## config.mk

```make
export PLATFORM = sky130hd
export DESIGN_NAME = hds5_update
export DESIGN_NICKNAME = d
export VERILOG_FILES = /design/src/rtl/core/heat_diffusion_stencil_5pt_macros.svh /design/src/rtl/core/hds5_pkg.sv /design/src/rtl/core/hds5_update.sv
export SDC_FILE = /design/constraint.sdc
export NUM_CORES = 1
export LEC_CHECK = 0
export BUFFER_PORTS_ARGS = -buffer_cell sky130_fd_sc_hd__buf_2
export CORE_ASPECT_RATIO = 1.4
export CORE_UTILIZATION = 45
export CTS_BUF_LIST = sky130_fd_sc_hd__clkbuf_4 sky130_fd_sc_hd__clkbuf_8
export CTS_CLUSTER_DIAMETER = 80
export DETAILED_ROUTE_END_ITERATION = 10
export SLEW_MARGIN = 40
export SYNTH_ARGS = -nofsm -noshare
export SYNTH_HDL_FRONTEND = slang
export SYNTH_SLANG_ARGS = --single-unit
```

## constraint.sdc

```tcl
create_clock -name clk -period 6.4 [get_ports clk]
set_input_delay 0.64 -clock clk [delete_from_list [all_inputs] [get_ports clk]]
set_output_delay 0.64 -clock clk [all_outputs]
set_load 0.01 [all_outputs]
```

## src/rtl/core/heat_diffusion_stencil_5pt_macros.svh

```systemverilog
// assertion macros used by the heat diffusion stencil top module
`ifndef HEAT_DIFFUSION_STENCIL_5PT_MACROS_SVH
`define HEAT_DIFFUSION_STENCIL_5PT_MACROS_SVH

// condition that must hold at every clock edge out of reset
`define HDS5_CHECK(label, cond) \
	label: assert property (@(posedge clk) disable iff (!arst_n) (cond)) \
		else $error("hds5 invariant violated");

// antecedent in one cycle implies consequent in the same cycle
`define HDS5_IMPLY(label, ante, cons) \
	label: assert property (@(posedge clk) disable iff (!arst_n) (ante) |-> (cons)) \
		else $error("hds5 implication violated");

`endif

```

## src/rtl/core/hds5_pkg.sv

```systemverilog
// shared types and constants for the heat diffusion stencil
package hds5_pkg;

	// default line buffer depth, largest grid side
	localparam int GRID_MAX_DEF = 1024;

	// field and register widths
	localparam int DATA_W     = 32;
	localparam int SIZE_W     = 11;
	localparam int GAIN_W     = 15;
	localparam int CFG_IDX_W  = 2;
	localparam int CFG_DATA_W = 15;

	// laplacian and product widths
	localparam int LAP_W  = DATA_W + 4;
	localparam int PROD_W = LAP_W + GAIN_W + 1;
	localparam int FRAC_W = 16;

	// smallest grid side
	localparam int SIZE_MIN = 3;

	// configuration register indexes
	localparam logic [CFG_IDX_W-1:0] REG_GRID_WIDTH  = 2'd0;
	localparam logic [CFG_IDX_W-1:0] REG_GRID_HEIGHT = 2'd1;
	localparam logic [CFG_IDX_W-1:0] REG_DIFF_GAIN   = 2'd2;

	// register reset values
	localparam logic [SIZE_W-1:0] GRID_WIDTH_RST  = 11'd1024;
	localparam logic [SIZE_W-1:0] GRID_HEIGHT_RST = 11'd1024;
	localparam logic [GAIN_W-1:0] DIFF_GAIN_RST   = 15'd13107;

	// output queue depth, bounds results in flight
	localparam int OUT_DEPTH = 8;

	// position flags of one accepted transaction
	typedef struct packed {
		logic emit;
		logic last;
	} scan_ctl_t;

	// control of one pipeline stage
	typedef struct packed {
		logic valid;
		logic last;
	} stage_ctl_t;

	// one result transaction
	typedef struct packed {
		logic              last;
		logic [DATA_W-1:0] value;
	} result_t;

endpackage

```

## src/rtl/core/hds5_update.sv

```systemverilog
// gain multiply, floor shift and saturating update
module hds5_update (
	input  logic                                   clk,
	input  logic                                   arst_n,
	input  hds5_pkg::stage_ctl_t                   ctl_s2,
	input  logic signed [hds5_pkg::LAP_W-1:0]      lap_s2,
	input  logic signed [hds5_pkg::DATA_W-1:0]     center_s2,
	input  logic [hds5_pkg::GAIN_W-1:0]            gain,
	output logic                                   res_valid,
	output hds5_pkg::result_t                      res
);

	localparam int DW = hds5_pkg::DATA_W;
	localparam int LW = hds5_pkg::LAP_W;
	localparam int PW = hds5_pkg::PROD_W;
	localparam int FW = hds5_pkg::FRAC_W;
	localparam int SUMW = LW + 1;

	hds5_pkg::stage_ctl_t ctl_s3;
	logic signed [PW-1:0] prod;
	logic signed [PW-1:0] prod_s3;
	logic signed [DW-1:0] center_s3;
	logic signed [LW-1:0] delta;
	logic signed [SUMW-1:0] sum;
	logic signed [DW-1:0] sat;

	// kappa times laplacian
	assign prod = PW'(lap_s2) * PW'($signed({1'b0, gain}));

	always_ff @(posedge clk or negedge arst_n) begin
		if (!arst_n) begin
			ctl_s3.valid <= 1'b0;
			ctl_s3.last  <= 1'b0;
		end else begin
			ctl_s3.valid <= ctl_s2.valid;
			ctl_s3.last  <= ctl_s2.last;
		end
	end

	always_ff @(posedge clk) begin
		prod_s3   <= prod;
		center_s3 <= center_s2;
	end

	// floor shift by dropping the fraction, add center, saturate
	assign delta = prod_s3[FW +: LW];
	assign sum   = SUMW'(center_s3) + SUMW'(delta);

	always_comb begin
		if (sum > SUMW'(signed'({1'b0, {(DW-1){1'b1}}}))) begin
			sat = {1'b0, {(DW-1){1'b1}}};
		end else if (sum < -SUMW'(signed'({1'b0, 1'b1, {(DW-1){1'b0}}}))) begin
			sat = {1'b1, {(DW-1){1'b0}}};
		end else begin
			sat = sum[DW-1:0];
		end
	end

	assign res_valid = ctl_s3.valid;
	assign res.value = sat;
	assign res.last  = ctl_s3.last;

endmodule

```

* After elaboration in Yosys (flattened, before gate mapping)
Index checks and enable logic that the tools add are counted.
Operators by class: magnitude comparators 2, shifts and indexed selects 0, equal/unequal tests 0, div/mod/pow operators 0, add/sub/neg operators 1, multipliers 1, bitwise operators 0, reduce and logical (&&, ||, !) cells 0, mux-type cells 2
Operators with widths (count):
- $mux W32 | 2
- $mul A36 B16 Y52 | 1
- $add A32 B36 Y37 | 1
- $gt A37 B32 Y1 const B | 1
- $lt A37 B32 Y1 const B | 1
Storage, ports and cells: register bits after elaboration 86, input bits 87, memories kept 0, bits in writable memories 0, memory bits (read-only) 0, latch bits 0, output and inout bits 34

* Depth between registers and ports, before layout
depth after elaboration 4, mapped depth 27, gate-level depth less buffers 25

* Least setup slack after synthesis
Ideal clock, no wire load.
path type input-to-reg, from in gain[1] (netlist name), to reg prod_s3[51], data required time 6.279 ns, setup time 0.121 ns, cell stages on the path 22, arrival time 6.856 ns, setup slack -0.576 ns, path through clkbuf_1 -> clkbuf_1 -> nand2_1 -> fa_1 -> fa_1 -> fa_1 -> inv_1 -> fa_1 -> fa_1 -> inv_1 -> fa_1 -> inv_1 -> ha_1 -> a21o_1 -> a2111oi_0 -> a211oi_1 -> o31ai_1 -> a311o_1 -> o21ai_0 -> or4_1 -> a31o_2 -> xnor2_1
Between the ends: word-level cells in the longest chain between the ends 1
RTL lines:
- start, declared | RTL line hds5_update.sv:8 | input logic [hds5_pkg::GAIN_W-1:0] gain,
- $mul A36 B16 Y52 | RTL line hds5_update.sv:28 | assign prod = PW'(lap_s2) * PW'($signed({1'b0, gain}));
- named net prod[51] | RTL line hds5_update.sv:20 | logic signed [PW-1:0] prod;
- end signal, assigned | RTL line hds5_update.sv:41 | prod_s3 <= prod;
- end, declared | RTL line hds5_update.sv:21 | logic signed [PW-1:0] prod_s3;
The timed path passes the listed nets, and every way through them passes these cells.

* Final worst setup path
from in gain[4] (netlist name), to reg prod_s3[51]
Same word-level chain as after synthesis.

==> results.py <==
metrics = {
    "yosys": {
        "seq_area_frac_synth_pct": 6.60,
        "synth.top_cell.area_share_pct": 47.3,
        "synthTopCellsByCount": "inv_1, fa_1, nand2_1",
        "synth.avg_cell_area_um2": 9.04,
        "async_reset_ff_share_pct": 2.86,
        "netlist_area_um2": 21400,
        "synth.distinct_cells": 62,
        "ys_ff_latch": 70,
        "syn_inst": 2367,
        "yosysTopAreaCell": "fa_1",
        "yosys_warnings": 0,
        "synthesis.nets": 3115,
        "yosysMostFrequentCell": "inv_1",
        "synth_edf_count": 0,
        "ys.flop_type": "dfxtp_1",
        "synthTopCellsByArea": "fa_1, inv_1, ha_1",
    },
    "global_route": {
        "grt_max_degree": 32,
        "antenna_found_initial": 3,
        "grt_overflow": 0,
        "grt_pass1_vias": 19300,
        "grt_pass1_wl_mm": 94.6,
        "track_usage_pct": 25.7,
    },
    "cells_and_area": {
        "syn2layout_area_growth_pct": 19.2,
        "stdcell_area_um2": 25500,
        "nets": 3412,
        "final_layout_size_suffix_gt1_share_pct": 18.9,
        "final_cells": 3295,
    },
    "clock_network": {
        "cts_tree": "yes",
        "cts_max_level": 3,
        "cts_buffers": 9,
        "clockRootBuffer": "clkbuf_8",
        "clock_path_buffers": 2,
        "clk_pin_slew_ns": 0.08,
        "cts_num_sinks": 70,
        "ctsHoldBuffers": 0,
    },
    "die": {
        "pin_count": 121,
        "dieHeight_um": 260,
        "die_area_um2": 48400,
        "core_area_um2": 46900,
        "start_util_pct": 45.6,
        "placementRows": 94,
        "die_w_um": 186,
    },
    "drt": {
        "route.detailed.drc": 0,
        "ant_nets": 0,
        "wl_per_cell_um": 17.9,
        "drt_iter0_markers": 580,
        "num_vias": 16700,
        "dr.pass1.iters": 5,
        "vias_per_cell": 5.06,
        "routed_wirelength_mm": 58.9,
    },
    "setup_path": {
        "cp_max_fo": 13,
        "cp-start-kind": "primary input",
        "cp.arrival_ns": 6.62,
        "crit_required_ns": 6.64,
        "path_class": "primary input to register",
        "critPathCaptureType": "register",
    },
    "sta": {
        "rsz0062_at_grt": "true",
        "slew_headroom_pct": 56.3,
        "max_freq_ghz": 0.157,
        "hold_viol": 0,
        "worst_slack_ns": 0.0181,
        "setup_tns_ns": 0,
        "tightest_slew_ns": 0.656,
        "setup_viol": 0,
        "post-route-period-util_pct": 99.7,
        "maxSlewViolCount": 0,
        "layout_min_cycle_time_ns": 6.38,
    },
    "placed_design": {
        "dpl_cell_area_um2": 24600,
        "place_inst": 3264,
        "pre_cts_slack_ns": -0.639,
        "dp_hpwl_mm": 51.5,
        "io_buffers": 120,
        "gp_congestion": 0.925,
    },
    "run": {
        "maxCapViolCount": 0,
    },
    "run_status": {
        "status": "finished clean",
    },
    "hold_path": {
        "hp-class": "primary input to async pin",
    },
}
[layout by cell type, fill, tap and decap left out, types with 22 or more instances in the layout]
| cell | n |
|---|---|
| and2_1 | 206 |
| xnor2_1 | 49 |
| inv_1 | 527 |
| nor2_1 | 32 |
| a21oi_1 | 59 |
| fa_1 | 494 |
| xor2_1 | 22 |
| a21o_1 | 32 |
| buf_2 | 99 |
| nand2_1 | 358 |
| buf_6 | 22 |
| o21ai_1 | 34 |
| buf_4 | 244 |
| ha_1 | 142 |
| o21ai_0 | 24 |
| dfxtp_1 | 68 |
[through the flow]
| stage | utilization (%) | hold WS [ns] |
|---|---|---|
| 3_3_place_gp | 52.5 | 0.423 |
| 2_1_floorplan | - | 0.344 |
| 4_1_cts | 53.2 | 0.0438 |
| 3_5_place_dp | 52.5 | 0.425 |
| 6_report | 54.4 | 0.0571 |
| 5_1_grt | 54.4 | 0.0395 |
[path summary, 6_finish.rpt]
| kind | startpoint | end | slack (ns) |
|---|---|---|---|
| max in group asynchronous | arst_n | res[32] | 6.25 |
| worst max-delay path | gain[4] | prod_s3[51] | 0.02 |
| min in group clk | center_s2[3] | center_s3[3] | 0.39 |
| worst min-delay path | arst_n | res_valid | 0.06 |
[flip-flops by register name, indices dropped and copies added (netlist names)]
signal	cells
res_valid	1
prod_s3	36
res	1
center_s3	32
[kinds of logic after synthesis]
family	after synthesis	synth area share [%]
AOI/OAI and AO/OA	240	7.34
xor gates and xnor gates	71	2.91
adders and majority gates	661	56.4
buffers and inverters	648	11.5
DFF	70	6.60
muxes	1	0.0526
and+or+nand+nor	676	15.2
[area by class of cell]
class                   count  area [um2]
fillers                  4248       21400
well taps                 624         781
inverters                 540        2030
multi-input cells        1649       17900
clock inverters             6         133
repair buffers            394        3080
flip-flops and latches     70        1410
clock buffers              10         138
diodes                      2        5.00
[timing repair]
item | CTS | global route
gates resized for setup | 14 | 126
pin swaps | 9 | 54
buffers inserted | 0 | 12
endpoints found under the setup margin | 7 | 17
gates cloned | 0 | 1
[per-layer routing]
layer | up-vias | track usage [%] | share of wire, %
met5 | - | 0 | 0.014
met4 | 2 | 14.8 | 6.8
met3 | 176 | 2.10 | 2.9
met2 | 355 | 52.5 | 58
met1 | 8524 | 24.1 | 33
li1 | 7628 | - | -
[worst max-delay path, cell delays in order]
cell and delay [ns]:
buf_12 0.13, and2_4 0.14, fa_1 0.55, inv_2 0.04
fa_1 0.49, fa_1 0.50, inv_1 0.05, fa_1 0.44
fa_1 0.52, inv_2 0.05, fa_1 0.53, inv_2 0.05
ha_4 0.20, a21o_1 0.19, a2111oi_4 0.42, a211oi_2 0.14
o31ai_1 0.27, buf_4 0.17, a311o_1 0.24, o21ai_2 0.08
or4_4 0.43, a31o_4 0.23, xnor2_1 0.11
Power is not shown: default switching activity piles up to over one toggle a cycle in this logic, so the estimate is an artifact.
