--- src/rtl/core/heat_diffusion_stencil_5pt_macros.svh ---
// assertion macros used by the heat diffusion stencil top module
`ifndef HEAT_DIFFUSION_STENCIL_5PT_MACROS_SVH
`define HEAT_DIFFUSION_STENCIL_5PT_MACROS_SVH

// condition that must hold at every clock edge out of reset
`define HDS5_CHECK(label, cond) \
	label: assert property (@(posedge clk) disable iff (!arst_n) (cond)) \
		else $error("hds5 invariant violated");

// antecedent in one cycle implies consequent in the same cycle
`define HDS5_IMPLY(label, ante, cons) \
	label: assert property (@(posedge clk) disable iff (!arst_n) (ante) |-> (cons)) \
		else $error("hds5 implication violated");

`endif

--- src/rtl/core/hds5_pkg.sv ---
// shared types and constants for the heat diffusion stencil
package hds5_pkg;

	// default line buffer depth, largest grid side
	localparam int GRID_MAX_DEF = 1024;

	// field and register widths
	localparam int DATA_W     = 32;
	localparam int SIZE_W     = 11;
	localparam int GAIN_W     = 15;
	localparam int CFG_IDX_W  = 2;
	localparam int CFG_DATA_W = 15;

	// laplacian and product widths
	localparam int LAP_W  = DATA_W + 4;
	localparam int PROD_W = LAP_W + GAIN_W + 1;
	localparam int FRAC_W = 16;

	// smallest grid side
	localparam int SIZE_MIN = 3;

	// configuration register indexes
	localparam logic [CFG_IDX_W-1:0] REG_GRID_WIDTH  = 2'd0;
	localparam logic [CFG_IDX_W-1:0] REG_GRID_HEIGHT = 2'd1;
	localparam logic [CFG_IDX_W-1:0] REG_DIFF_GAIN   = 2'd2;

	// register reset values
	localparam logic [SIZE_W-1:0] GRID_WIDTH_RST  = 11'd1024;
	localparam logic [SIZE_W-1:0] GRID_HEIGHT_RST = 11'd1024;
	localparam logic [GAIN_W-1:0] DIFF_GAIN_RST   = 15'd13107;

	// output queue depth, bounds results in flight
	localparam int OUT_DEPTH = 8;

	// position flags of one accepted transaction
	typedef struct packed {
		logic emit;
		logic last;
	} scan_ctl_t;

	// control of one pipeline stage
	typedef struct packed {
		logic valid;
		logic last;
	} stage_ctl_t;

	// one result transaction
	typedef struct packed {
		logic              last;
		logic [DATA_W-1:0] value;
	} result_t;

endpackage

--- src/rtl/core/hds5_scan.sv ---
// raster position tracking and interior cell detection
module hds5_scan #(
	parameter int GRID_MAX = hds5_pkg::GRID_MAX_DEF
) (
	input  logic                          clk,
	input  logic                          arst_n,
	input  logic                          fire,
	input  logic                          frame_start,
	input  logic [hds5_pkg::SIZE_W-1:0]   grid_width,
	input  logic [hds5_pkg::SIZE_W-1:0]   grid_height,
	output logic [$clog2(GRID_MAX)-1:0]   addr,
	output hds5_pkg::scan_ctl_t           ctl
);

	localparam int AW = $clog2(GRID_MAX);
	localparam int SW = (AW + 1 > hds5_pkg::SIZE_W) ? AW + 1 : hds5_pkg::SIZE_W;

	logic [AW-1:0] row_q;
	logic [AW-1:0] col_q;
	logic [SW-1:0] w_use;
	logic [SW-1:0] h_use;
	logic [SW-1:0] r0, c0, r1, c1, r2;
	logic [SW-1:0] rn, cn;

	// clamp the grid size in use
	always_comb begin
		w_use = SW'(grid_width);
		if (w_use < SW'(hds5_pkg::SIZE_MIN)) begin
			w_use = SW'(hds5_pkg::SIZE_MIN);
		end else if (w_use > SW'(GRID_MAX)) begin
			w_use = SW'(GRID_MAX);
		end
		h_use = SW'(grid_height);
		if (h_use < SW'(hds5_pkg::SIZE_MIN)) begin
			h_use = SW'(hds5_pkg::SIZE_MIN);
		end else if (h_use > SW'(GRID_MAX)) begin
			h_use = SW'(GRID_MAX);
		end
	end

	// position of this cell and of the next one
	always_comb begin
		r0 = frame_start ? '0 : SW'(row_q);
		c0 = frame_start ? '0 : SW'(col_q);
		if (c0 >= w_use) begin
			c1 = '0;
			r1 = r0 + SW'(1);
		end else begin
			c1 = c0;
			r1 = r0;
		end
		r2 = (r1 >= h_use) ? '0 : r1;

		cn = c1 + SW'(1);
		rn = r2;
		if (cn >= w_use) begin
			cn = '0;
			rn = r2 + SW'(1);
			if (rn >= h_use) begin
				rn = '0;
			end
		end
	end

	assign addr     = c1[AW-1:0];
	assign ctl.emit = (r2 >= SW'(2)) && (c1 >= SW'(2));
	assign ctl.last = (r2 == h_use - SW'(1)) && (c1 == w_use - SW'(1));

	// position counters
	always_ff @(posedge clk or negedge arst_n) begin
		if (!arst_n) begin
			row_q <= '0;
			col_q <= '0;
		end else if (fire) begin
			row_q <= rn[AW-1:0];
			col_q <= cn[AW-1:0];
		end
	end

endmodule

--- config.mk ---
export PLATFORM = sky130hd
export DESIGN_NAME = hds5_scan
export DESIGN_NICKNAME = d
export VERILOG_FILES = /design/src/rtl/core/heat_diffusion_stencil_5pt_macros.svh /design/src/rtl/core/hds5_pkg.sv /design/src/rtl/core/hds5_scan.sv
export SDC_FILE = /design/constraint.sdc
export NUM_CORES = 1
export LEC_CHECK = 0
export BUFFER_PORTS_ARGS = -buffer_cell sky130_fd_sc_hd__buf_4
export CAP_MARGIN = 0
export CELL_PAD_IN_SITES_DETAIL_PLACEMENT = 2
export CELL_PAD_IN_SITES_GLOBAL_PLACEMENT = 2
export CORE_UTILIZATION = 25
export CTS_CLUSTER_SIZE = 14
export DETAILED_ROUTE_END_ITERATION = 12
export GPL_ROUTABILITY_DRIVEN = 1
export PLACE_DENSITY_LB_ADDON = 0.1
export SETUP_SLACK_MARGIN = 0.4
export SLEW_MARGIN = 20
export SYNTH_ARGS = -nofsm -noshare
export SYNTH_HDL_FRONTEND = slang
export SYNTH_SLANG_ARGS = --single-unit
--- constraint.sdc ---
create_clock -name clk -period 11.34 [get_ports clk]
set_input_delay 2.268 -clock clk [delete_from_list [all_inputs] [get_ports clk]]
set_output_delay 2.268 -clock clk [all_outputs]
set_load 0.01 [all_outputs]
# == Word level (Yosys, flattened, before mapping) ==
# Cells that the tools add are included.
# word_totals
regBits,20
in_bits,26
out_inout_bits,12
# classes
add_sub_neg,5
n_lt_le_gt_ge,10
n_eq_ne,2
mux,12
n_reduce_logical,2
# op_table
cell,count
11-bit two-way mux,6
10-bit two-way mux,6
11-bit greater-or-equal comparator,3
10-bit by 1-bit adder with 11-bit output (second input constant),2
11-bit == test,2
11-bit by 2-bit greater-or-equal comparator with 1-bit output (second input constant),2
11-bit > comparator (second input constant),2
11-bit by 2-bit < comparator with 1-bit output (second input constant),2
11-bit by 1-bit subtractor with 11-bit output (second input constant),2
11-bit by 1-bit adder with 11-bit output (second input constant),1
10-bit by 11-bit greater-or-equal comparator with 1-bit output,1
1-bit logical AND,2

# == Logic depth before layout (Yosys ltp) ==
# depth
depth_word,11
depth_mapped,31
mapped_depth_nobuf,29

# == Worst setup path before layout ==
# OpenSTA, ideal clock, no wires.
# synth_path
kind,input-to-output
start,in frame_start
end,out ctl[0] (netlist name)
arrival_time_ps,7508
required_ps,9072
setup_slack_ps,1564
stages,23
cell_sequence,buf_1 > clkbuf_1 > clkbuf_1 > nor2_1 > ha_1 > a211o_1 > a21oi_2 > nand2_1 > o2111ai_1 > xor2_1 > nor2_1 > ha_1 > nand2_1 > nor3_1 > o31ai_1 > a41oi_2 > clkbuf_1 > nor2_1 > ha_1 > o2111ai_1 > a221oi_1 > o2111ai_1 > nor4_2
# synth_lines
element,line,rtl
from (decl),hds5_scan.sv:8,"input logic frame_start,"
to (decl),hds5_scan.sv:12,output hds5_pkg::scan_ctl_t ctl

==> impl_metrics.json <==
{
  "synth_ff_type": "dfrtp_1",
  "clk_pin_slew_ps": 60,
  "layout-drive-gt1-share": 0.1254,
  "setup_tns_ps": 0,
  "cts-root-buf": "clkbuf_16",
  "grt_antenna_before_repair": 0,
  "die_h_um": 127.8,
  "worst-path-buf-inv": 3,
  "power.density_nw_per_um2": 139.3,
  "hp-start": "col_q[5]",
  "clockPowerShare": 0.152,
  "synth.area.mux_share": 0.01327,
  "dieArea_sq_um": 16340,
  "netlist_instances": 542,
  "cts_made_buffers": 3,
  "p_comb_frac": 0.661,
  "crit_top_cell": "buf_4",
  "num_rows": 45,
  "switching_power_uw": 327.5,
  "syn_nets": 618,
  "cp_max_fo": 12,
  "maxSlewViolCount": 0,
  "io_buffer_count": 37,
  "cp.arrival_ps": 8140,
  "p_seq_frac": 0.187,
  "ys_async_sr_fraction": 1.000,
  "wl_per_cell_um": 21.70,
  "crit_type": "in2out",
  "dp_hpwl_um": 14210,
  "skew_ps": 6.387,
  "synthSimpleGateAreaFrac": 0.2870,
  "grt_util_all_layers": 0.2144,
  "cts_sinks": 20,
  "hold_viol_final": 0,
  "firstDrtPassIters": 4,
  "worstMarginPinSlew_ps": 1047,
  "peakVddDrop_uv": 72.71,
  "path_cells": "buf_4, or4_1, nor3_1, o21ai_0, ha_1, nand2_1, o21ai_0, nand2_2, a31oi_1, a21oi_2, ha_1, nand3_1, or2_2, a41oi_2, buf_4, a211oi_4, xor2_1, o2111ai_1, or4_1, nor4_2, buf_4",
  "internal_power_uw": 311.8,
  "initial_core_util": 0.2585,
  "cp_slowest_stage_delay_ps": 550,
  "yosys_warnings": 0,
  "rsz0062_at_grt": "true",
  "dp.cells": 773,
  "maxSlewHeadroom": 0.2839,
  "hold_path_class": "reg2reg",
  "critPathSlowestCell": "or4_1",
  "gp_congestion": 0.8222,
  "layout.nets": 643,
  "fillers": 1858,
  "min_period_over_period": 0.9175,
  "io_pins": 38,
  "overflow": 0,
  "drc": 0,
  "max_freq_ghz": 0.09611,
  "coreArea_sq_um": 15310,
  "drt_iter0_markers": 155,
  "htreeDepth": 1,
  "cts_tree": "done",
  "crit_path_start_kind": "input pin",
  "synth_top_family_by_area": "compound AO/OA/AOI/OAI gates",
  "rr_startpoint": "col_q[9]",
  "maxCapViolCount": 0,
  "outcome": "finished clean",
  "post-cts-setup-buffer-count": 0,
  "synthAdderAreaFrac": 0.1580,
  "synth-seq-cells": 20,
  "clk-insertion-delay-late_ps": 260,
  "period_minus_slack_ps": 10400,
  "synth_compound_area_frac": 0.2955,
  "worst_setup_path_end_kind": "primary output",
  "detail-route-antenna-nets": 0,
  "multi_input_area_sq_um": 3314,
  "clk_path_buf_depth": 2,
  "synth_xor_area_frac": 0.07301,
  "grt_max_degree": 34,
  "crit_required_ps": 9070,
  "ys_types": 73,
  "grt_pass1_vias": 4529,
  "areaGrowthSynthToFinish_pct": 15.93,
  "fin_cells": 777,
  "synth_area_sq_um": 3959,
  "drt-total-wl_um": 16860,
  "switching_share": 0.5122,
  "diodes": 0,
  "die_w_um": 127.8,
  "setup_viol": 0,
  "synth_edf_count": 0,
  "startpoint": "grid_width[6]",
  "seqCellArea_sq_um": 500.5,
  "synth.avg_cell_area_sq_um": 7.304,
  "yosysSeqAreaShare": 0.1264,
  "grt_pass1_wl_um": 26860,
  "via_count": 4294,
  "critPathTopFamily": "simple AND/OR/NAND/NOR gates",
  "avgViaCountPerCell": 5.526,
  "p_leak_uw": 0.001941
}
## final timing paths
check / to / slack, ps / depth (start not counted)
setup / recovery: ctl[0] / 940 / 21
hold / removal: col_q[5] / 510 / 1
setup reg to reg: row_q[6] / 3660 / 26
hold reg to reg: col_q[5] / 510 / 1
max in group asynchronous: row_q[2] / 9220 / 1
min in group asynchronous: row_q[7] / 1890 / 1
## synthesized netlist by cell type, drive strengths merged (4+ instances only)
library cell,count,area [sq um]
nand2,59,221.5
ha,50,625.6
nor2,43,168.9
o21ai,40,200.2
a21oi,35,182.7
inv,28,105.1
nor3,23,115.1
dfrtp,20,500.5
nand3,19,107.6
xnor2,18,157.7
clkbuf,17,63.81
xor2,15,131.4
nor2b,14,87.58
a211oi,11,105.1
nor4,10,68.81
a31oi,9,56.30
o31ai,9,72.57
a22oi,8,60.06
and3,8,50.05
a21o,7,52.55
and2,7,45.05
or4,7,52.55
a22o,6,52.55
nand2b,6,37.54
o2111ai,6,52.55
nor3b,5,42.54
or3,5,31.28
o21a,4,30.03
## power groups by stage
stage	sequential [uW]	clock (uW)	combinational [uW]
floorplan	106	0	276
global placement	121	0	406
detailed placement	120	0	418
CTS	120	101	419
global route	122	103	469
finish	119	97.4	422
## sequential cells by signal, indices dropped and copies added (netlist names)
register,flops
col_q,10
row_q,10
## cell type report
type | instances | share of cell area
Multi-Input combinational cell | 474 | 0.7222
Sequential cell | 20 | 0.1091
Timing Repair Buffer | 40 | 0.06543
Tap cell | 211 | 0.05752
Inverter | 28 | 0.02290
Clock buffer | 3 | 0.01636
Clock inverter | 1 | 0.006543
## cell families (layout without fill, tap and decap cells)
kind of cell / Yosys count / after routing
DFF: 20 / 20
adders and majority gates: 50 / 50
muxes: 5 / 5
AOI/OAI and AO/OA: 167 / 167
and+or+nand+nor: 219 / 219
buffers and inverters: 48 / 72
xor gates and xnor gates: 33 / 33
## metrics by stage
step                instance area (sq um)  hold slack, ps  total power, uW  setup WS (ps)    util
finish                               4589           505.6            639.3          935.1  0.2997
global route                         4589           536.9            693.9          399.5  0.2997
CTS                                  4548           512.7            639.4          647.5  0.2970
detailed placement                   4443           494.5            537.9          667.9  0.2901
global placement                     4443           490.9            526.2          836.4  0.2901
floorplan                            3959           465.1            382.0           1564       -
## routing by layer
layer	vias up	track usage	part of all wire	wire [um]
met2	68	0.3453	0.45	7557
met5	-	0	0	0
met4	0	0.04152	0.0096	162
met1	2137	0.3172	0.51	8649
li1	2078	-	-	-
met3	11	0.007930	0.029	491
## cells in the final DEF, fill, tap and decap left out, drive strengths merged, types with 7 or more instances in the layout
cell,count
xnor2,18
nor4,10
nand2,59
dfrtp,20
inv,28
a22oi,8
xor2,15
nand3,19
a21oi,35
and2,7
or4,7
a21o,7
o21ai,40
buf,40
a31oi,9
and3,8
nor2b,14
a211oi,11
ha,50
o31ai,9
nor3,23
nor2,43
## repair_timing
item	CTS	global route
hold buffers	0	0
setup endpoints to repair	0	5
resized for setup	0	7
(Power assumes the default switching activity.)
