--- src/rtl/core/heat_diffusion_stencil_5pt_macros.svh ---
// assertion macros used by the heat diffusion stencil top module
`ifndef HEAT_DIFFUSION_STENCIL_5PT_MACROS_SVH
`define HEAT_DIFFUSION_STENCIL_5PT_MACROS_SVH

// condition that must hold at every clock edge out of reset
`define HDS5_CHECK(label, cond) \
	label: assert property (@(posedge clk) disable iff (!arst_n) (cond)) \
		else $error("hds5 invariant violated");

// antecedent in one cycle implies consequent in the same cycle
`define HDS5_IMPLY(label, ante, cons) \
	label: assert property (@(posedge clk) disable iff (!arst_n) (ante) |-> (cons)) \
		else $error("hds5 implication violated");

`endif

--- src/rtl/core/hds5_pkg.sv ---
// shared types and constants for the heat diffusion stencil
package hds5_pkg;

	// default line buffer depth, largest grid side
	localparam int GRID_MAX_DEF = 1024;

	// field and register widths
	localparam int DATA_W     = 32;
	localparam int SIZE_W     = 11;
	localparam int GAIN_W     = 15;
	localparam int CFG_IDX_W  = 2;
	localparam int CFG_DATA_W = 15;

	// laplacian and product widths
	localparam int LAP_W  = DATA_W + 4;
	localparam int PROD_W = LAP_W + GAIN_W + 1;
	localparam int FRAC_W = 16;

	// smallest grid side
	localparam int SIZE_MIN = 3;

	// configuration register indexes
	localparam logic [CFG_IDX_W-1:0] REG_GRID_WIDTH  = 2'd0;
	localparam logic [CFG_IDX_W-1:0] REG_GRID_HEIGHT = 2'd1;
	localparam logic [CFG_IDX_W-1:0] REG_DIFF_GAIN   = 2'd2;

	// register reset values
	localparam logic [SIZE_W-1:0] GRID_WIDTH_RST  = 11'd1024;
	localparam logic [SIZE_W-1:0] GRID_HEIGHT_RST = 11'd1024;
	localparam logic [GAIN_W-1:0] DIFF_GAIN_RST   = 15'd13107;

	// output queue depth, bounds results in flight
	localparam int OUT_DEPTH = 8;

	// position flags of one accepted transaction
	typedef struct packed {
		logic emit;
		logic last;
	} scan_ctl_t;

	// control of one pipeline stage
	typedef struct packed {
		logic valid;
		logic last;
	} stage_ctl_t;

	// one result transaction
	typedef struct packed {
		logic              last;
		logic [DATA_W-1:0] value;
	} result_t;

endpackage

--- src/rtl/core/hds5_fifo.sv ---
// small output queue that decouples the pipeline from the consumer
module hds5_fifo #(
	parameter int WIDTH = 33,
	parameter int DEPTH = hds5_pkg::OUT_DEPTH
) (
	input  logic                       clk,
	input  logic                       arst_n,
	input  logic                       push,
	input  logic [WIDTH-1:0]           push_data,
	input  logic                       pop,
	output logic                       pop_valid,
	output logic [WIDTH-1:0]           pop_data,
	output logic [$clog2(DEPTH+1)-1:0] level
);

	localparam int PTRW = $clog2(DEPTH);
	localparam int CNTW = $clog2(DEPTH + 1);

	logic [WIDTH-1:0] mem_q [DEPTH];
	logic [PTRW-1:0]  wr_ptr_q;
	logic [PTRW-1:0]  rd_ptr_q;
	logic [CNTW-1:0]  count_q;

	// entry storage
	always_ff @(posedge clk) begin
		if (push) begin
			mem_q[wr_ptr_q] <= push_data;
		end
	end

	// pointers and fill level
	always_ff @(posedge clk or negedge arst_n) begin
		if (!arst_n) begin
			wr_ptr_q <= '0;
			rd_ptr_q <= '0;
			count_q  <= '0;
		end else begin
			if (push) begin
				wr_ptr_q <= (wr_ptr_q == PTRW'(DEPTH - 1)) ? '0 : wr_ptr_q + PTRW'(1);
			end
			if (pop) begin
				rd_ptr_q <= (rd_ptr_q == PTRW'(DEPTH - 1)) ? '0 : rd_ptr_q + PTRW'(1);
			end
			case ({push, pop})
				2'b10:   count_q <= count_q + CNTW'(1);
				2'b01:   count_q <= count_q - CNTW'(1);
				default: count_q <= count_q;
			endcase
		end
	end

	assign pop_valid = (count_q != '0);
	assign pop_data  = mem_q[rd_ptr_q];
	assign level     = count_q;

endmodule
--- config.mk ---
export PLATFORM = sky130hd
export DESIGN_NAME = hds5_fifo
export DESIGN_NICKNAME = d
export VERILOG_FILES = /design/src/rtl/core/heat_diffusion_stencil_5pt_macros.svh /design/src/rtl/core/hds5_pkg.sv /design/src/rtl/core/hds5_fifo.sv
export SDC_FILE = /design/constraint.sdc
export NUM_CORES = 1
export LEC_CHECK = 0
export BUFFER_PORTS_ARGS = -buffer_cell sky130_fd_sc_hd__buf_4
export CORE_ASPECT_RATIO = 0.8
export CORE_MARGIN = 5
export CORE_UTILIZATION = 55
export CTS_BUF_LIST = sky130_fd_sc_hd__clkbuf_8
export DETAILED_ROUTE_END_ITERATION = 10
export PLACE_DENSITY = 0.74
export SYNTH_ARGS = -nofsm -noshare
export SYNTH_HDL_FRONTEND = slang
export SYNTH_SLANG_ARGS = --single-unit
export TNS_END_PERCENT = 10
--- constraint.sdc ---
create_clock -name clk -period 5.3 [get_ports clk]
set_input_delay 0.53 -clock clk [delete_from_list [all_inputs] [get_ports clk]]
set_output_delay 0.53 -clock clk [all_outputs]
set_load 0.1 [all_outputs]
Word level (Yosys, flattened, before mapping)
Memories as Yosys holds them, arrays and structs flattened.
Cells that the tools add are included.
{"block": "classes", "addsub": 4, "n_eq_ne": 4, "mux": 5, "reduce_logical": 2}
{"cell": "4-bit one-hot mux with 2 select lines", "count": 1}
{"cell": "3-bit by 1-bit adder with 3-bit output, second input constant", "count": 2}
{"cell": "3-bit == test, second input constant", "count": 2}
{"cell": "3-bit 2-to-1 mux", "count": 2}
{"cell": "4-bit by 1-bit adder with 4-bit output, second input constant", "count": 1}
{"cell": "4-bit nonzero test", "count": 1}
{"cell": "4-bit by 1-bit subtractor with 4-bit output, second input constant", "count": 1}
{"cell": "2-bit by 1-bit == test with 1-bit output, second input constant", "count": 1}
{"cell": "2-bit == test, second input constant", "count": 1}
{"cell": "1-bit 2-to-1 mux", "count": 2}
{"cell": "2-bit nonzero test", "count": 1}
{"block": "totals", "ff_bits": 10, "ram_bits": 264, "input_bits": 37, "out_inout_bits": 38, "wordCells": 19, "mem_count": 1}
{"name": "mem_q", "words": 8, "width": 33, "read_ports": 1, "rd_ports_with_merged_regs": 0, "write_ports": 1, "line_no": "hds5_fifo.sv:19", "source": "logic [WIDTH-1:0] mem_q [DEPTH];"}

Longest topological paths before layout
Gate-level depths: netlist of the first run.
{"block": "depth", "depth_word": 2, "mapped_depth": 8, "mapped_depth_nobuf": 8}

Worst setup path before layout of the first run
OpenSTA, ideal clock, no wires.
{"block": "synth_path", "kind": "input to register", "startpoint": "input push", "endpoint": "memory mem_q[0][0], enable pin", "t_arrival_ps": 2898, "t_required_ps": 4836, "setup_slack_ps": 1938, "stages": 2, "path_buffers": 0, "cell_sequence": "nand2b_1 -> nor3_1"}
{"block": "synth_via", "elab_chain_cells": 2}
{"item": "start: declaration", "line_no": "hds5_fifo.sv:8", "source": "input logic push,"}
{"item": "1-bit 2-to-1 mux", "line_no": "hds5_fifo.sv:26", "source": "if (push) begin"}
{"item": "1-bit 2-to-1 mux (implied by the code)", "line_no": "hds5_fifo.sv:27", "source": "mem_q[wr_ptr_q] <= push_data;"}
{"item": "end: declaration", "line_no": "hds5_fifo.sv:19"}
Every way passes these cells.

Worst setup path in the final report of the first run
{"block": "layout_path", "startpoint": "register rd_ptr_q[0]", "endpoint": "output pop_data[29]"}
{"block": "layout_via", "elab_chain_cells": 1}
{"item": "start: declaration", "line_no": "hds5_fifo.sv:21", "source": "logic [PTRW-1:0] rd_ptr_q;"}
{"item": "start signal: assignment", "line_no": "hds5_fifo.sv:42", "source": "rd_ptr_q <= (rd_ptr_q == PTRW'(DEPTH - 1)) ? '0 : rd_ptr_q + PTRW'(1);"}
{"item": "memory read 8 x 33 bit"}
{"item": "end: declaration", "line_no": "hds5_fifo.sv:12", "source": "output logic [WIDTH-1:0] pop_data,"}
Every way passes these cells.

==> impl_metrics.tcl, run 1 <==
set metrics [dict create \
    finalWirelength_um 19000 \
    grt_pass1_wl_um 29400 \
    number_of_drc_markers_in_iteration_0 290 \
    slew_viol_final 0 \
    place_hpwl_um 10900 \
    run_status "finished, final reports clean" \
    yosysTopAreaCellShare_pct 75.0 \
    critical-path-top-cell-by-count "buf_4" \
    asyncSetResetFlopFracSynth_pct 3.65 \
    gpl.final_weighted_congestion 0.713 \
    average_routed_wire_per_standard_cell_um 22.6 \
    floorplan.initialDensity_pct 55.9 \
    grt-ovfl-total 0 \
    synthXorXnorAreaFrac_pct 0.414 \
    clock_insertion_delay_worst_skew_ns 0.54 \
    capture_point_of_the_worst_path "pop_data[29]" \
    largest_net_degree_at_the_start_of_global_routing 69 \
    clock_sinks 274 \
    min_period_over_period_pct 67.4 \
    drc 0 \
    synth.top_cells.by_count "edfxtp_1 (264), mux4_2 (66), mux2_2 (25), mux2_4 (15), dfrtp_1 (10)" \
    max_freq_mhz 280 \
    yosys.cell_count.top_type "edfxtp_1" \
    row_count 45 \
    clk_pin_slew_ns 0.06 \
    timing.rr.start "wr_ptr_q[0]$_DFFE_PN0P_" \
    syn-cell-area_um2 10600 \
    numCtsBuffers 42 \
    num_io_pins 75 \
    mappedNetlistNets 481 \
    cp.required_ns 4.77 \
    routed-via-count 4781 \
    synth_compound_area_share_pct 0.237 \
    timing.max_cap.violations 0 \
    tritoncts "done" \
    cts_post_setup_buffers_inserted 0 \
    worstPathMaxFanout 42 \
    portBuffers 74 \
    critical_path_class "reg -> out" \
    antenna_found_initial 0 \
    synth.top_cells.by_area "edfxtp_1 (75%), mux4_2 (14%), mux2_2 (2.7%)" \
    worst_setup_path_startpoint "rd_ptr_q[0]$_DFFE_PN0P_" \
    design.die.area_um2 22100 \
    root_buffer "clkbuf_8" \
    critical_path_arrival_ns 3.04 \
    start_kind "register" \
    firstDrtPassIters 4 \
    synth-seq-area-share_pct 77.3 \
    synthesis_warnings 0 \
    area_delta_synth_final_pct 15.8 \
    holdPathStages 1 \
    post_cts_resized 0 \
    detail_route.vias_per_cell 5.68 \
    die_w_um 165 \
    synth_area_per_cell_um2 24.2 \
    synth_top_family_by_area "multiplexers" \
    core-area_um2 18900 \
    setup_viol 0 \
    cp_slowest_stage_delay_ns 0.96 \
    final_period_minus_worst_setup_slack_ns 3.57 \
    slew-limit-headroom_pct 34.1 \
    reg2reg_slack_ns 3.24 \
    nets 594 \
    via_count_of_the_first_global_routing_pass 5196 \
    post_synth_and_or_nand_nor_area_fraction_pct 0.970 \
    worst_clock_skew_ns 0.0122 \
    rsz0062_at_grt "no" \
    ctsHoldBuffers 1 \
    worst_case_clock_buffer_depth 3 \
    actual_transition_at_the_worst_max_transition_pin_ns 0.988 \
    hp-class "in -> reg" \
    fin_setup_tns_ns 0 \
    timing.final.hold_violations 0 \
    yosys.area.top_type "edfxtp_1" \
    number_of_antenna_violating_nets_in_the_routed_design 0 \
    syn-instance-count 437 \
    worst_path_cell_chain "buf_4, mux4_2, mux2_4, buf_4" \
    synth_ff_type "edfxtp_1" \
    endpoint_kind "output port" \
    synth_enable_flop_cells 264 \
    antennaDiodeCount 0 \
    reg2reg_depth 3 \
    htree_num_levels 2 \
    crit-reg2reg-capture "mem_q[6][32]$_DFFE_PP_" \
    synth_cell_type_count 24 \
    track_usage_pct 17.9 \
    synth_seq_cells 274 \
    crit_path_top_delay_cell "dfrtp_4" \
    die-height_um 134 \
    post_synth_mux_area_share_pct 18.9 \
    synthAdderAreaFrac_pct 0.828 \
    ratio_of_cells_with_drive_above_1_in_the_final_layout_pct 43.7 \
]
-- layer usage --
layer | part of all wire, % | global-route usage [%]
met1 | 41 | 23.7
met2 | 51 | 29.6
met3 | 7.0 | 4.79
met4 | 1.1 | 5.36
met5 | 0 | 0
-- cell type report --
class / instances / area [µm²]
clock buffer: 46 / 633
multi-input combinational: 143 / 2310
sequential: 274 / 8190
tap: 258 / 323
timing repair buffer: 88 / 663
inverter: 1 / 3.75
fill: 1269 / 6680
clock inverter: 31 / 125
-- state kept, by name (all words and copies together), names as in the netlist --
register,count
wr_ptr_q,3
level,4
mem_q,264
rd_ptr_q,3
-- how the worst min path moves through the flow --
stage | startpoint | endpoint
after floorplan | arst_n | level[0]$_DFFE_PN0P_
after global placement | arst_n | level[1]$_DFFE_PN0P_
after detailed placement | arst_n | level[3]$_DFFE_PN0P_
after CTS | push_data[4] | mem_q[3][4]$_DFFE_PP_
after global routing | push_data[11] | mem_q[2][11]$_DFFE_PP_
final | push_data[7] | mem_q[3][7]$_DFFE_PP_
-- stage by stage --
step	hold WS (ns)	cell area (µm²)	util, %	setup slack [ns]	instances
floorplan	0.234	10600	-	1.94	437
global placement	0.366	11500	60.6	2.21	763
detailed placement	0.370	11500	60.6	2.21	763
CTS	0.189	12200	64.7	1.62	841
global route	0.190	12200	64.7	1.48	841
finish	0.225	12200	64.7	1.73	841
-- cells by family (layout without fill, tap and decap cells) --
logic type	after synthesis	in the layout
fa+ha+maj	7	7
xor+xnor	5	5
mux	106	106
buf+inv	20	166
compound gates	4	4
simple gates	21	21
flops	274	274
-- worst max-delay path: cells and delay by family (launching register included) --
family	cells	cell delay, ns
buffers and inverters	2	0.69
multiplexers	2	0.82
flip-flops	1	0.96
-- cells in the final DEF (no fill, tap or decap) --
cell / n
mux4_2: 66
inv_1: 13
o32ai_1: 1
dfrtp_2: 1
nor2_1: 3
mux2_4: 15
clkinvlp_4: 1
or3_1: 1
nor2_4: 6
ha_1: 7
buf_4: 87
clkbuf_8: 46
mux2_2: 25
dfrtp_1: 7
edfxtp_1: 264
xnor2_1: 1
clkinv_2: 4
nand2_1: 2
dfrtp_4: 2
dlygate4sd3_1: 1
clkinv_1: 14
nor3_2: 2
a21oi_1: 2
a31oi_1: 1
xor2_1: 4
nand2b_1: 3
nor2b_1: 3
or4_1: 1
Power of run 1 is not shown: default switching activity piles up to over one toggle a cycle in this logic, so the estimate is an artifact.
==> run 2, diff against run 1 <==
--- a/config.mk
+++ b/config.mk
@@ -5,13 +5,14 @@
 export SDC_FILE = /design/constraint.sdc
 export NUM_CORES = 1
 export LEC_CHECK = 0
+export ABC_AREA = 1
 export BUFFER_PORTS_ARGS = -buffer_cell sky130_fd_sc_hd__buf_4
 export CORE_ASPECT_RATIO = 0.8
 export CORE_MARGIN = 5
 export CORE_UTILIZATION = 55
 export CTS_BUF_LIST = sky130_fd_sc_hd__clkbuf_8
 export DETAILED_ROUTE_END_ITERATION = 10
-export PLACE_DENSITY = 0.74
+export PLACE_DENSITY = 0.77
 export SYNTH_ARGS = -nofsm -noshare
 export SYNTH_HDL_FRONTEND = slang
 export SYNTH_SLANG_ARGS = --single-unit
==> constraint.sdc (replaced) <==
create_clock -name clk -period 3 [get_ports clk]
set_input_delay 0.3 -clock clk [delete_from_list [all_inputs] [get_ports clk]]
set_output_delay 0.3 -clock clk [all_outputs]
set_load 0.1 [all_outputs]
==> impl_metrics.tcl, run 2 <==
set metrics [dict create \
    run_status "finished, final reports clean" \
    yosysTopAreaCellShare_pct 73.4 \
    asyncSetResetFlopFracSynth_pct 3.65 \
    number_of_filler_cells_placed_in_the_layout 1375 \
    syn-instance-count 825 \
    firstDrtPassIters 5 \
    most_frequent_standard_cell_in_the_layout_excluding_fill_and_tap_cells "edfxtp_1" \
    min_period_over_period_pct 94.2 \
    htree_num_levels 2 \
    largest_register_ffs 264 \
    slew_viol_final 0 \
    finalWirelength_um 23600 \
    ratio_of_cells_with_drive_above_1_in_the_final_layout_pct 15.7 \
    actual_transition_at_the_worst_max_transition_pin_ns 0.687 \
    synth.top_cells.by_count "edfxtp_1 (264), nor2_1 (146), nand2_1 (120), o21ai_0 (114), o22ai_1 (66)" \
    cts_post_setup_buffers_inserted 0 \
    track_usage_pct 20.6 \
    crit-reg2reg-capture "mem_q[3][20]$_DFFE_PP_" \
    clock_insertion_delay_worst_skew_ns 0.54 \
    detail_route.vias_per_cell 5.57 \
    average_routed_wire_per_standard_cell_um 19.1 \
    crit_path_top_delay_cell "dfrtp_4" \
    cp_slowest_stage_delay_ns 0.51 \
    worst-path-buf-inv 3 \
    timing.max_cap.violations 0 \
    reg2reg_slack_ns 1.14 \
    worst_setup_path_startpoint "rd_ptr_q[0]$_DFFE_PN0P_" \
    rsz0062_at_grt "no" \
    timing.critical_path.max_delay_family "buffers and inverters" \
    tritoncts "done" \
    slew-limit-headroom_pct 54.1 \
    mappedNetlistNets 869 \
    critical_path_class "reg -> out" \
    synth-seq-area-share_pct 75.7 \
    fin_setup_tns_ns 0 \
    floorplan.initialDensity_pct 56.4 \
    clk_pin_slew_ns 0.06 \
    antennaDiodeCount 0 \
    area_delta_synth_final_pct 17.7 \
    synth_cell_type_count 25 \
    worstPathMaxFanout 53 \
    busiest_layer "met2" \
    synth_ff_type "edfxtp_1" \
    multi_input_comb_area_um2 2320 \
    yosys.cell_count.top_type "edfxtp_1" \
    die-height_um 135 \
    met1_resource_use_gr_pct 28.0 \
    start_kind "register" \
    grt_pass1_wl_um 36600 \
    endpoint_kind "output port" \
    via_count_of_the_first_global_routing_pass 6644 \
    synth_seq_cells 274 \
    depth_of_the_critical_timing_path_with_buffers_and_inverters_included 7 \
    worst_case_clock_buffer_depth 3 \
    routed-via-count 6874 \
    root_buffer "clkbuf_8" \
    place_hpwl_um 12400 \
    timing.rr.start "wr_ptr_q[0]$_DFFE_PN0P_" \
    yosys.area.top_type "edfxtp_1" \
    global_route.usage.met2_pct 34.8 \
    row_count 45 \
    synth_area_per_cell_um2 13.1 \
    nets 989 \
    capture_point_of_the_worst_path "pop_data[10]" \
    die_w_um 167 \
    design.die.area_um2 22600 \
    setup_viol 0 \
    numCtsBuffers 41 \
    worst_clock_skew_ns 0.0168 \
    seq_area_um2 8190 \
    number_of_drc_markers_in_iteration_0 617 \
    met3_usage_in_global_routing_pct 4.05 \
    critical_path_arrival_ns 2.53 \
    largest_net_degree_at_the_start_of_global_routing 135 \
    antenna_found_initial 0 \
    worst_path_cell_chain "inv_6, buf_4, nor2_1, o22ai_1, nand2_1, nand2_1, buf_4" \
    num_io_pins 75 \
    syn-cell-area_um2 10800 \
    portBuffers 74 \
    hp-class "in -> reg" \
    synthesis_warnings 0 \
    top_register_by_number_of_flip_flops "mem_q" \
    grt-ovfl-total 0 \
    final_period_minus_worst_setup_slack_ns 2.83 \
    gpl.final_weighted_congestion 0.749 \
    core-area_um2 19100 \
    cp.required_ns 2.70 \
    clock_sinks 274 \
    max_freq_mhz 354 \
    synth.top_cells.by_area "edfxtp_1 (73%), o21ai_0 (5.3%), nor2_1 (5.1%)" \
    timing.final.hold_violations 0 \
    final_cell_mix "edfxtp_1 (264), nor2_1 (138), nand2_1 (120)" \
    reg2reg_depth 3 \
    drc 0 \
    number_of_antenna_violating_nets_in_the_routed_design 0 \
    synth_enable_flop_cells 264 \
]
==> run 2: cell count changes after synthesis, sizes merged, moves of 12 or more <==
cell / change
buf: +19
nor2: +137
nand2: +118
mux4: -66
clkbuf: +12
o21ai: +139
o22ai: +66
mux2: -40
==> run 2: worst min path at each step <==
stage | from | end | slack, ns | cells past startpoint
6_report | push | wr_ptr_q[2]$_DFFE_PN0P_ | 0.02 | 2
2_1_floorplan | arst_n | level[0]$_DFFE_PN0P_ | 0.004 | 0
4_1_cts | push | wr_ptr_q[2]$_DFFE_PN0P_ | 0.0006 | 2
3_5_place_dp | arst_n | level[3]$_DFFE_PN0P_ | 0.14 | 1
5_1_grt | push | wr_ptr_q[2]$_DFFE_PN0P_ | 0.007 | 2
3_3_place_gp | arst_n | level[3]$_DFFE_PN0P_ | 0.14 | 1
==> run 2: repair_timing <==
| item | 4_1_cts | 5_1_grt |
|---|---|---|
| hold buffers | 35 | 0 |
| resized for setup | 0 | 2 |
| hold endpoints to repair | 269 | 0 |
| endpoints found under the setup margin | 0 | 22 |
==> run 2: worst register-to-register path, cell delays in order (launching register included) <==
cell     delay, ns
dfrtp_1       0.39
nand2_1       0.25
nor2_4        0.64
buf_12        0.27
==> run 2: cell type report <==
type	count	share of cell area (%)
multi-input cells	488	18.2
clock inverters	29	0.906
repair buffers	127	8.61
well taps	258	2.54
flip-flops and latches	274	64.4
inverters	13	0.423
clock buffers	45	4.87
==> run 2: metal layers <==
layer  wire length [µm]  vias up
met3               1580       38
met2              11600      271
met4                305        0
li1                   -     3247
met1              10100     3318
met5                  0        -
==> run 2: stage by stage <==
step,std cells,instance area [µm²],setup WS (ns),hold slack (ns),utilization (%)
2_1_floorplan,825,10800,0.634,0.00441,-
3_3_place_gp,1125,11600,0.728,0.139,60.7
3_5_place_dp,1125,11600,0.591,0.138,60.7
4_1_cts,1234,12700,0.0168,0.000561,66.4
5_1_grt,1234,12700,0.0230,0.00715,66.4
6_report,1234,12700,0.174,0.0165,66.4
==> run 2: kinds of logic after synthesis <==
family | count (synthesis) | share of synthesized area (%)
and+or+nand+nor | 271 | 9.49
adders and majority gates | 7 | 0.811
buffers and inverters | 63 | 3.39
DFF | 274 | 75.7
xor gates and xnor gates | 2 | 0.162
AOI/OAI and AO/OA | 208 | 10.4
Power of run 2 is left out for the same reason.
==> run 3, diff against run 2 <==
--- a/config.mk
+++ b/config.mk
@@ -9,11 +9,10 @@
 export BUFFER_PORTS_ARGS = -buffer_cell sky130_fd_sc_hd__buf_4
 export CORE_ASPECT_RATIO = 0.8
 export CORE_MARGIN = 5
-export CORE_UTILIZATION = 55
+export CORE_UTILIZATION = 50
 export CTS_BUF_LIST = sky130_fd_sc_hd__clkbuf_8
 export DETAILED_ROUTE_END_ITERATION = 10
-export PLACE_DENSITY = 0.77
+export PLACE_DENSITY = 0.71
 export SYNTH_ARGS = -nofsm -noshare
 export SYNTH_HDL_FRONTEND = slang
 export SYNTH_SLANG_ARGS = --single-unit
-export TNS_END_PERCENT = 10
==> impl_metrics.tcl, run 3 (synthesis gave the netlist of run 2 again) <==
set metrics [dict create \
    post_cts_resized 0 \
    cp.required_ns 2.70 \
    clk_pin_slew_ns 0.06 \
    endpoint_kind "output port" \
    final_cell_mix "edfxtp_1 (264), nor2_1 (138), nand2_1 (120)" \
    root_buffer "clkbuf_8" \
    fin_setup_tns_ns 0 \
    most_frequent_standard_cell_in_the_layout_excluding_fill_and_tap_cells "edfxtp_1" \
    num_io_pins 75 \
    timing.max_cap.violations 0 \
    drc 0 \
    largest_register_ffs 264 \
    track_usage_pct 18.5 \
    worst_case_clock_buffer_depth 3 \
    start_kind "register" \
    timing.final.hold_violations 0 \
    detail_route.vias_per_cell 5.41 \
    tritoncts "done" \
    nets 991 \
    grt_pass1_wl_um 36200 \
    top_register_by_number_of_flip_flops "mem_q" \
    critical_path_class "reg -> out" \
    routed-via-count 6785 \
    row_count 48 \
    slew_viol_final 0 \
    max_freq_mhz 363 \
    grt-ovfl-total 0 \
    numCtsBuffers 42 \
    average_routed_wire_per_standard_cell_um 18.2 \
    firstDrtPassIters 5 \
    holdPathStages 2 \
    clock_insertion_delay_worst_skew_ns 0.54 \
    actual_transition_at_the_worst_max_transition_pin_ns 0.739 \
    antennaDiodeCount 0 \
    critical_path_arrival_ns 2.45 \
    slew-limit-headroom_pct 50.6 \
    design.die.area_um2 24700 \
    largest_net_degree_at_the_start_of_global_routing 135 \
    core-area_um2 21400 \
    rsz0062_at_grt "no" \
    htree_num_levels 2 \
    portBuffers 74 \
    clock_sinks 274 \
    reg2reg_slack_ns 1.10 \
    reg2reg_depth 4 \
    antenna_found_initial 0 \
    run_status "finished, final reports clean" \
    finalWirelength_um 22800 \
    setup_viol 0 \
    die-height_um 141 \
    final_period_minus_worst_setup_slack_ns 2.75 \
    area_delta_synth_final_pct 18.2 \
    number_of_antenna_violating_nets_in_the_routed_design 0 \
    gpl.final_weighted_congestion 0.723 \
    ratio_of_cells_with_drive_above_1_in_the_final_layout_pct 15.9 \
    number_of_filler_cells_placed_in_the_layout 1670 \
    place_hpwl_um 11900 \
    hp-class "in -> reg" \
    die_w_um 174 \
    worst_clock_skew_ns 0.0312 \
    number_of_drc_markers_in_iteration_0 574 \
    worstPathMaxFanout 53 \
    min_period_over_period_pct 91.8 \
    via_count_of_the_first_global_routing_pass 6727 \
    floorplan.initialDensity_pct 50.4 \
]
-- run 3: final timing paths --
| path | from | endpoint |
|---|---|---|
| max | rd_ptr_q[0]$_DFFE_PN0P_ | pop_data[14] |
| min | push | wr_ptr_q[2]$_DFFE_PN0P_ |
| max reg2reg | wr_ptr_q[0]$_DFFE_PN0P_ | mem_q[2][2]$_DFFE_PP_ |
| min reg2reg | level[3]$_DFFE_PN0P_ | level[3]$_DFFE_PN0P_ |
| max in group asynchronous | arst_n | rd_ptr_q[0]$_DFFE_PN0P_ |
| min in group asynchronous | arst_n | rd_ptr_q[2]$_DFFE_PN0P_ |
-- run 3: repair_timing --
action	CTS	global route
hold buffers	32	3
hold endpoints to repair	235	18
buffers inserted	0	0
setup endpoints to repair	0	0
-- run 3: layout make-up --
| cell class | instances | area (µm²) | share of cell area, % |
|---|---|---|---|
| Sequential cell | 274 | 8180 | 64.1 |
| Multi-Input combinational cell | 488 | 2320 | 18.2 |
| Inverter | 13 | 53.8 | 0.422 |
| Tap cell | 275 | 344 | 2.70 |
| Clock inverter | 34 | 149 | 1.17 |
| Timing Repair Buffer | 128 | 1120 | 8.80 |
| Clock buffer | 43 | 592 | 4.64 |
-- run 3: per-stage QoR --
step	cells	instance area, µm²	util (%)	hold WS, ns	setup slack, ns
after CTS	1252	12700	59.4	0.000399	0.250
after detailed placement	1143	11700	54.4	0.143	0.831
after floorplan	825	10800	-	0.00441	0.634
final	1255	12800	59.5	0.0347	0.246
after global routing	1255	12800	59.5	0.0325	0.0470
after global placement	1143	11700	54.4	0.144	0.857
-- run 3: critical path, stage by stage (launching register included) --
cell and delay (ns):
dfrtp_4 0.51, inv_6 0.32, buf_4 0.35, o21ai_0 0.14
o22ai_1 0.16, nand2_1 0.07, nand2_1 0.09, buf_4 0.29
-- run 3: per-layer routing --
metal  vias to the layer above  track usage [%]  wire length, µm
met1                      3271             26.5            10400
met4                         0             4.91              350
met3                        31             3.44             1500
li1                       3251                -                -
met5                         -                0                0
met2                       232             29.8            10600
Power of run 3 is left out for the same reason.
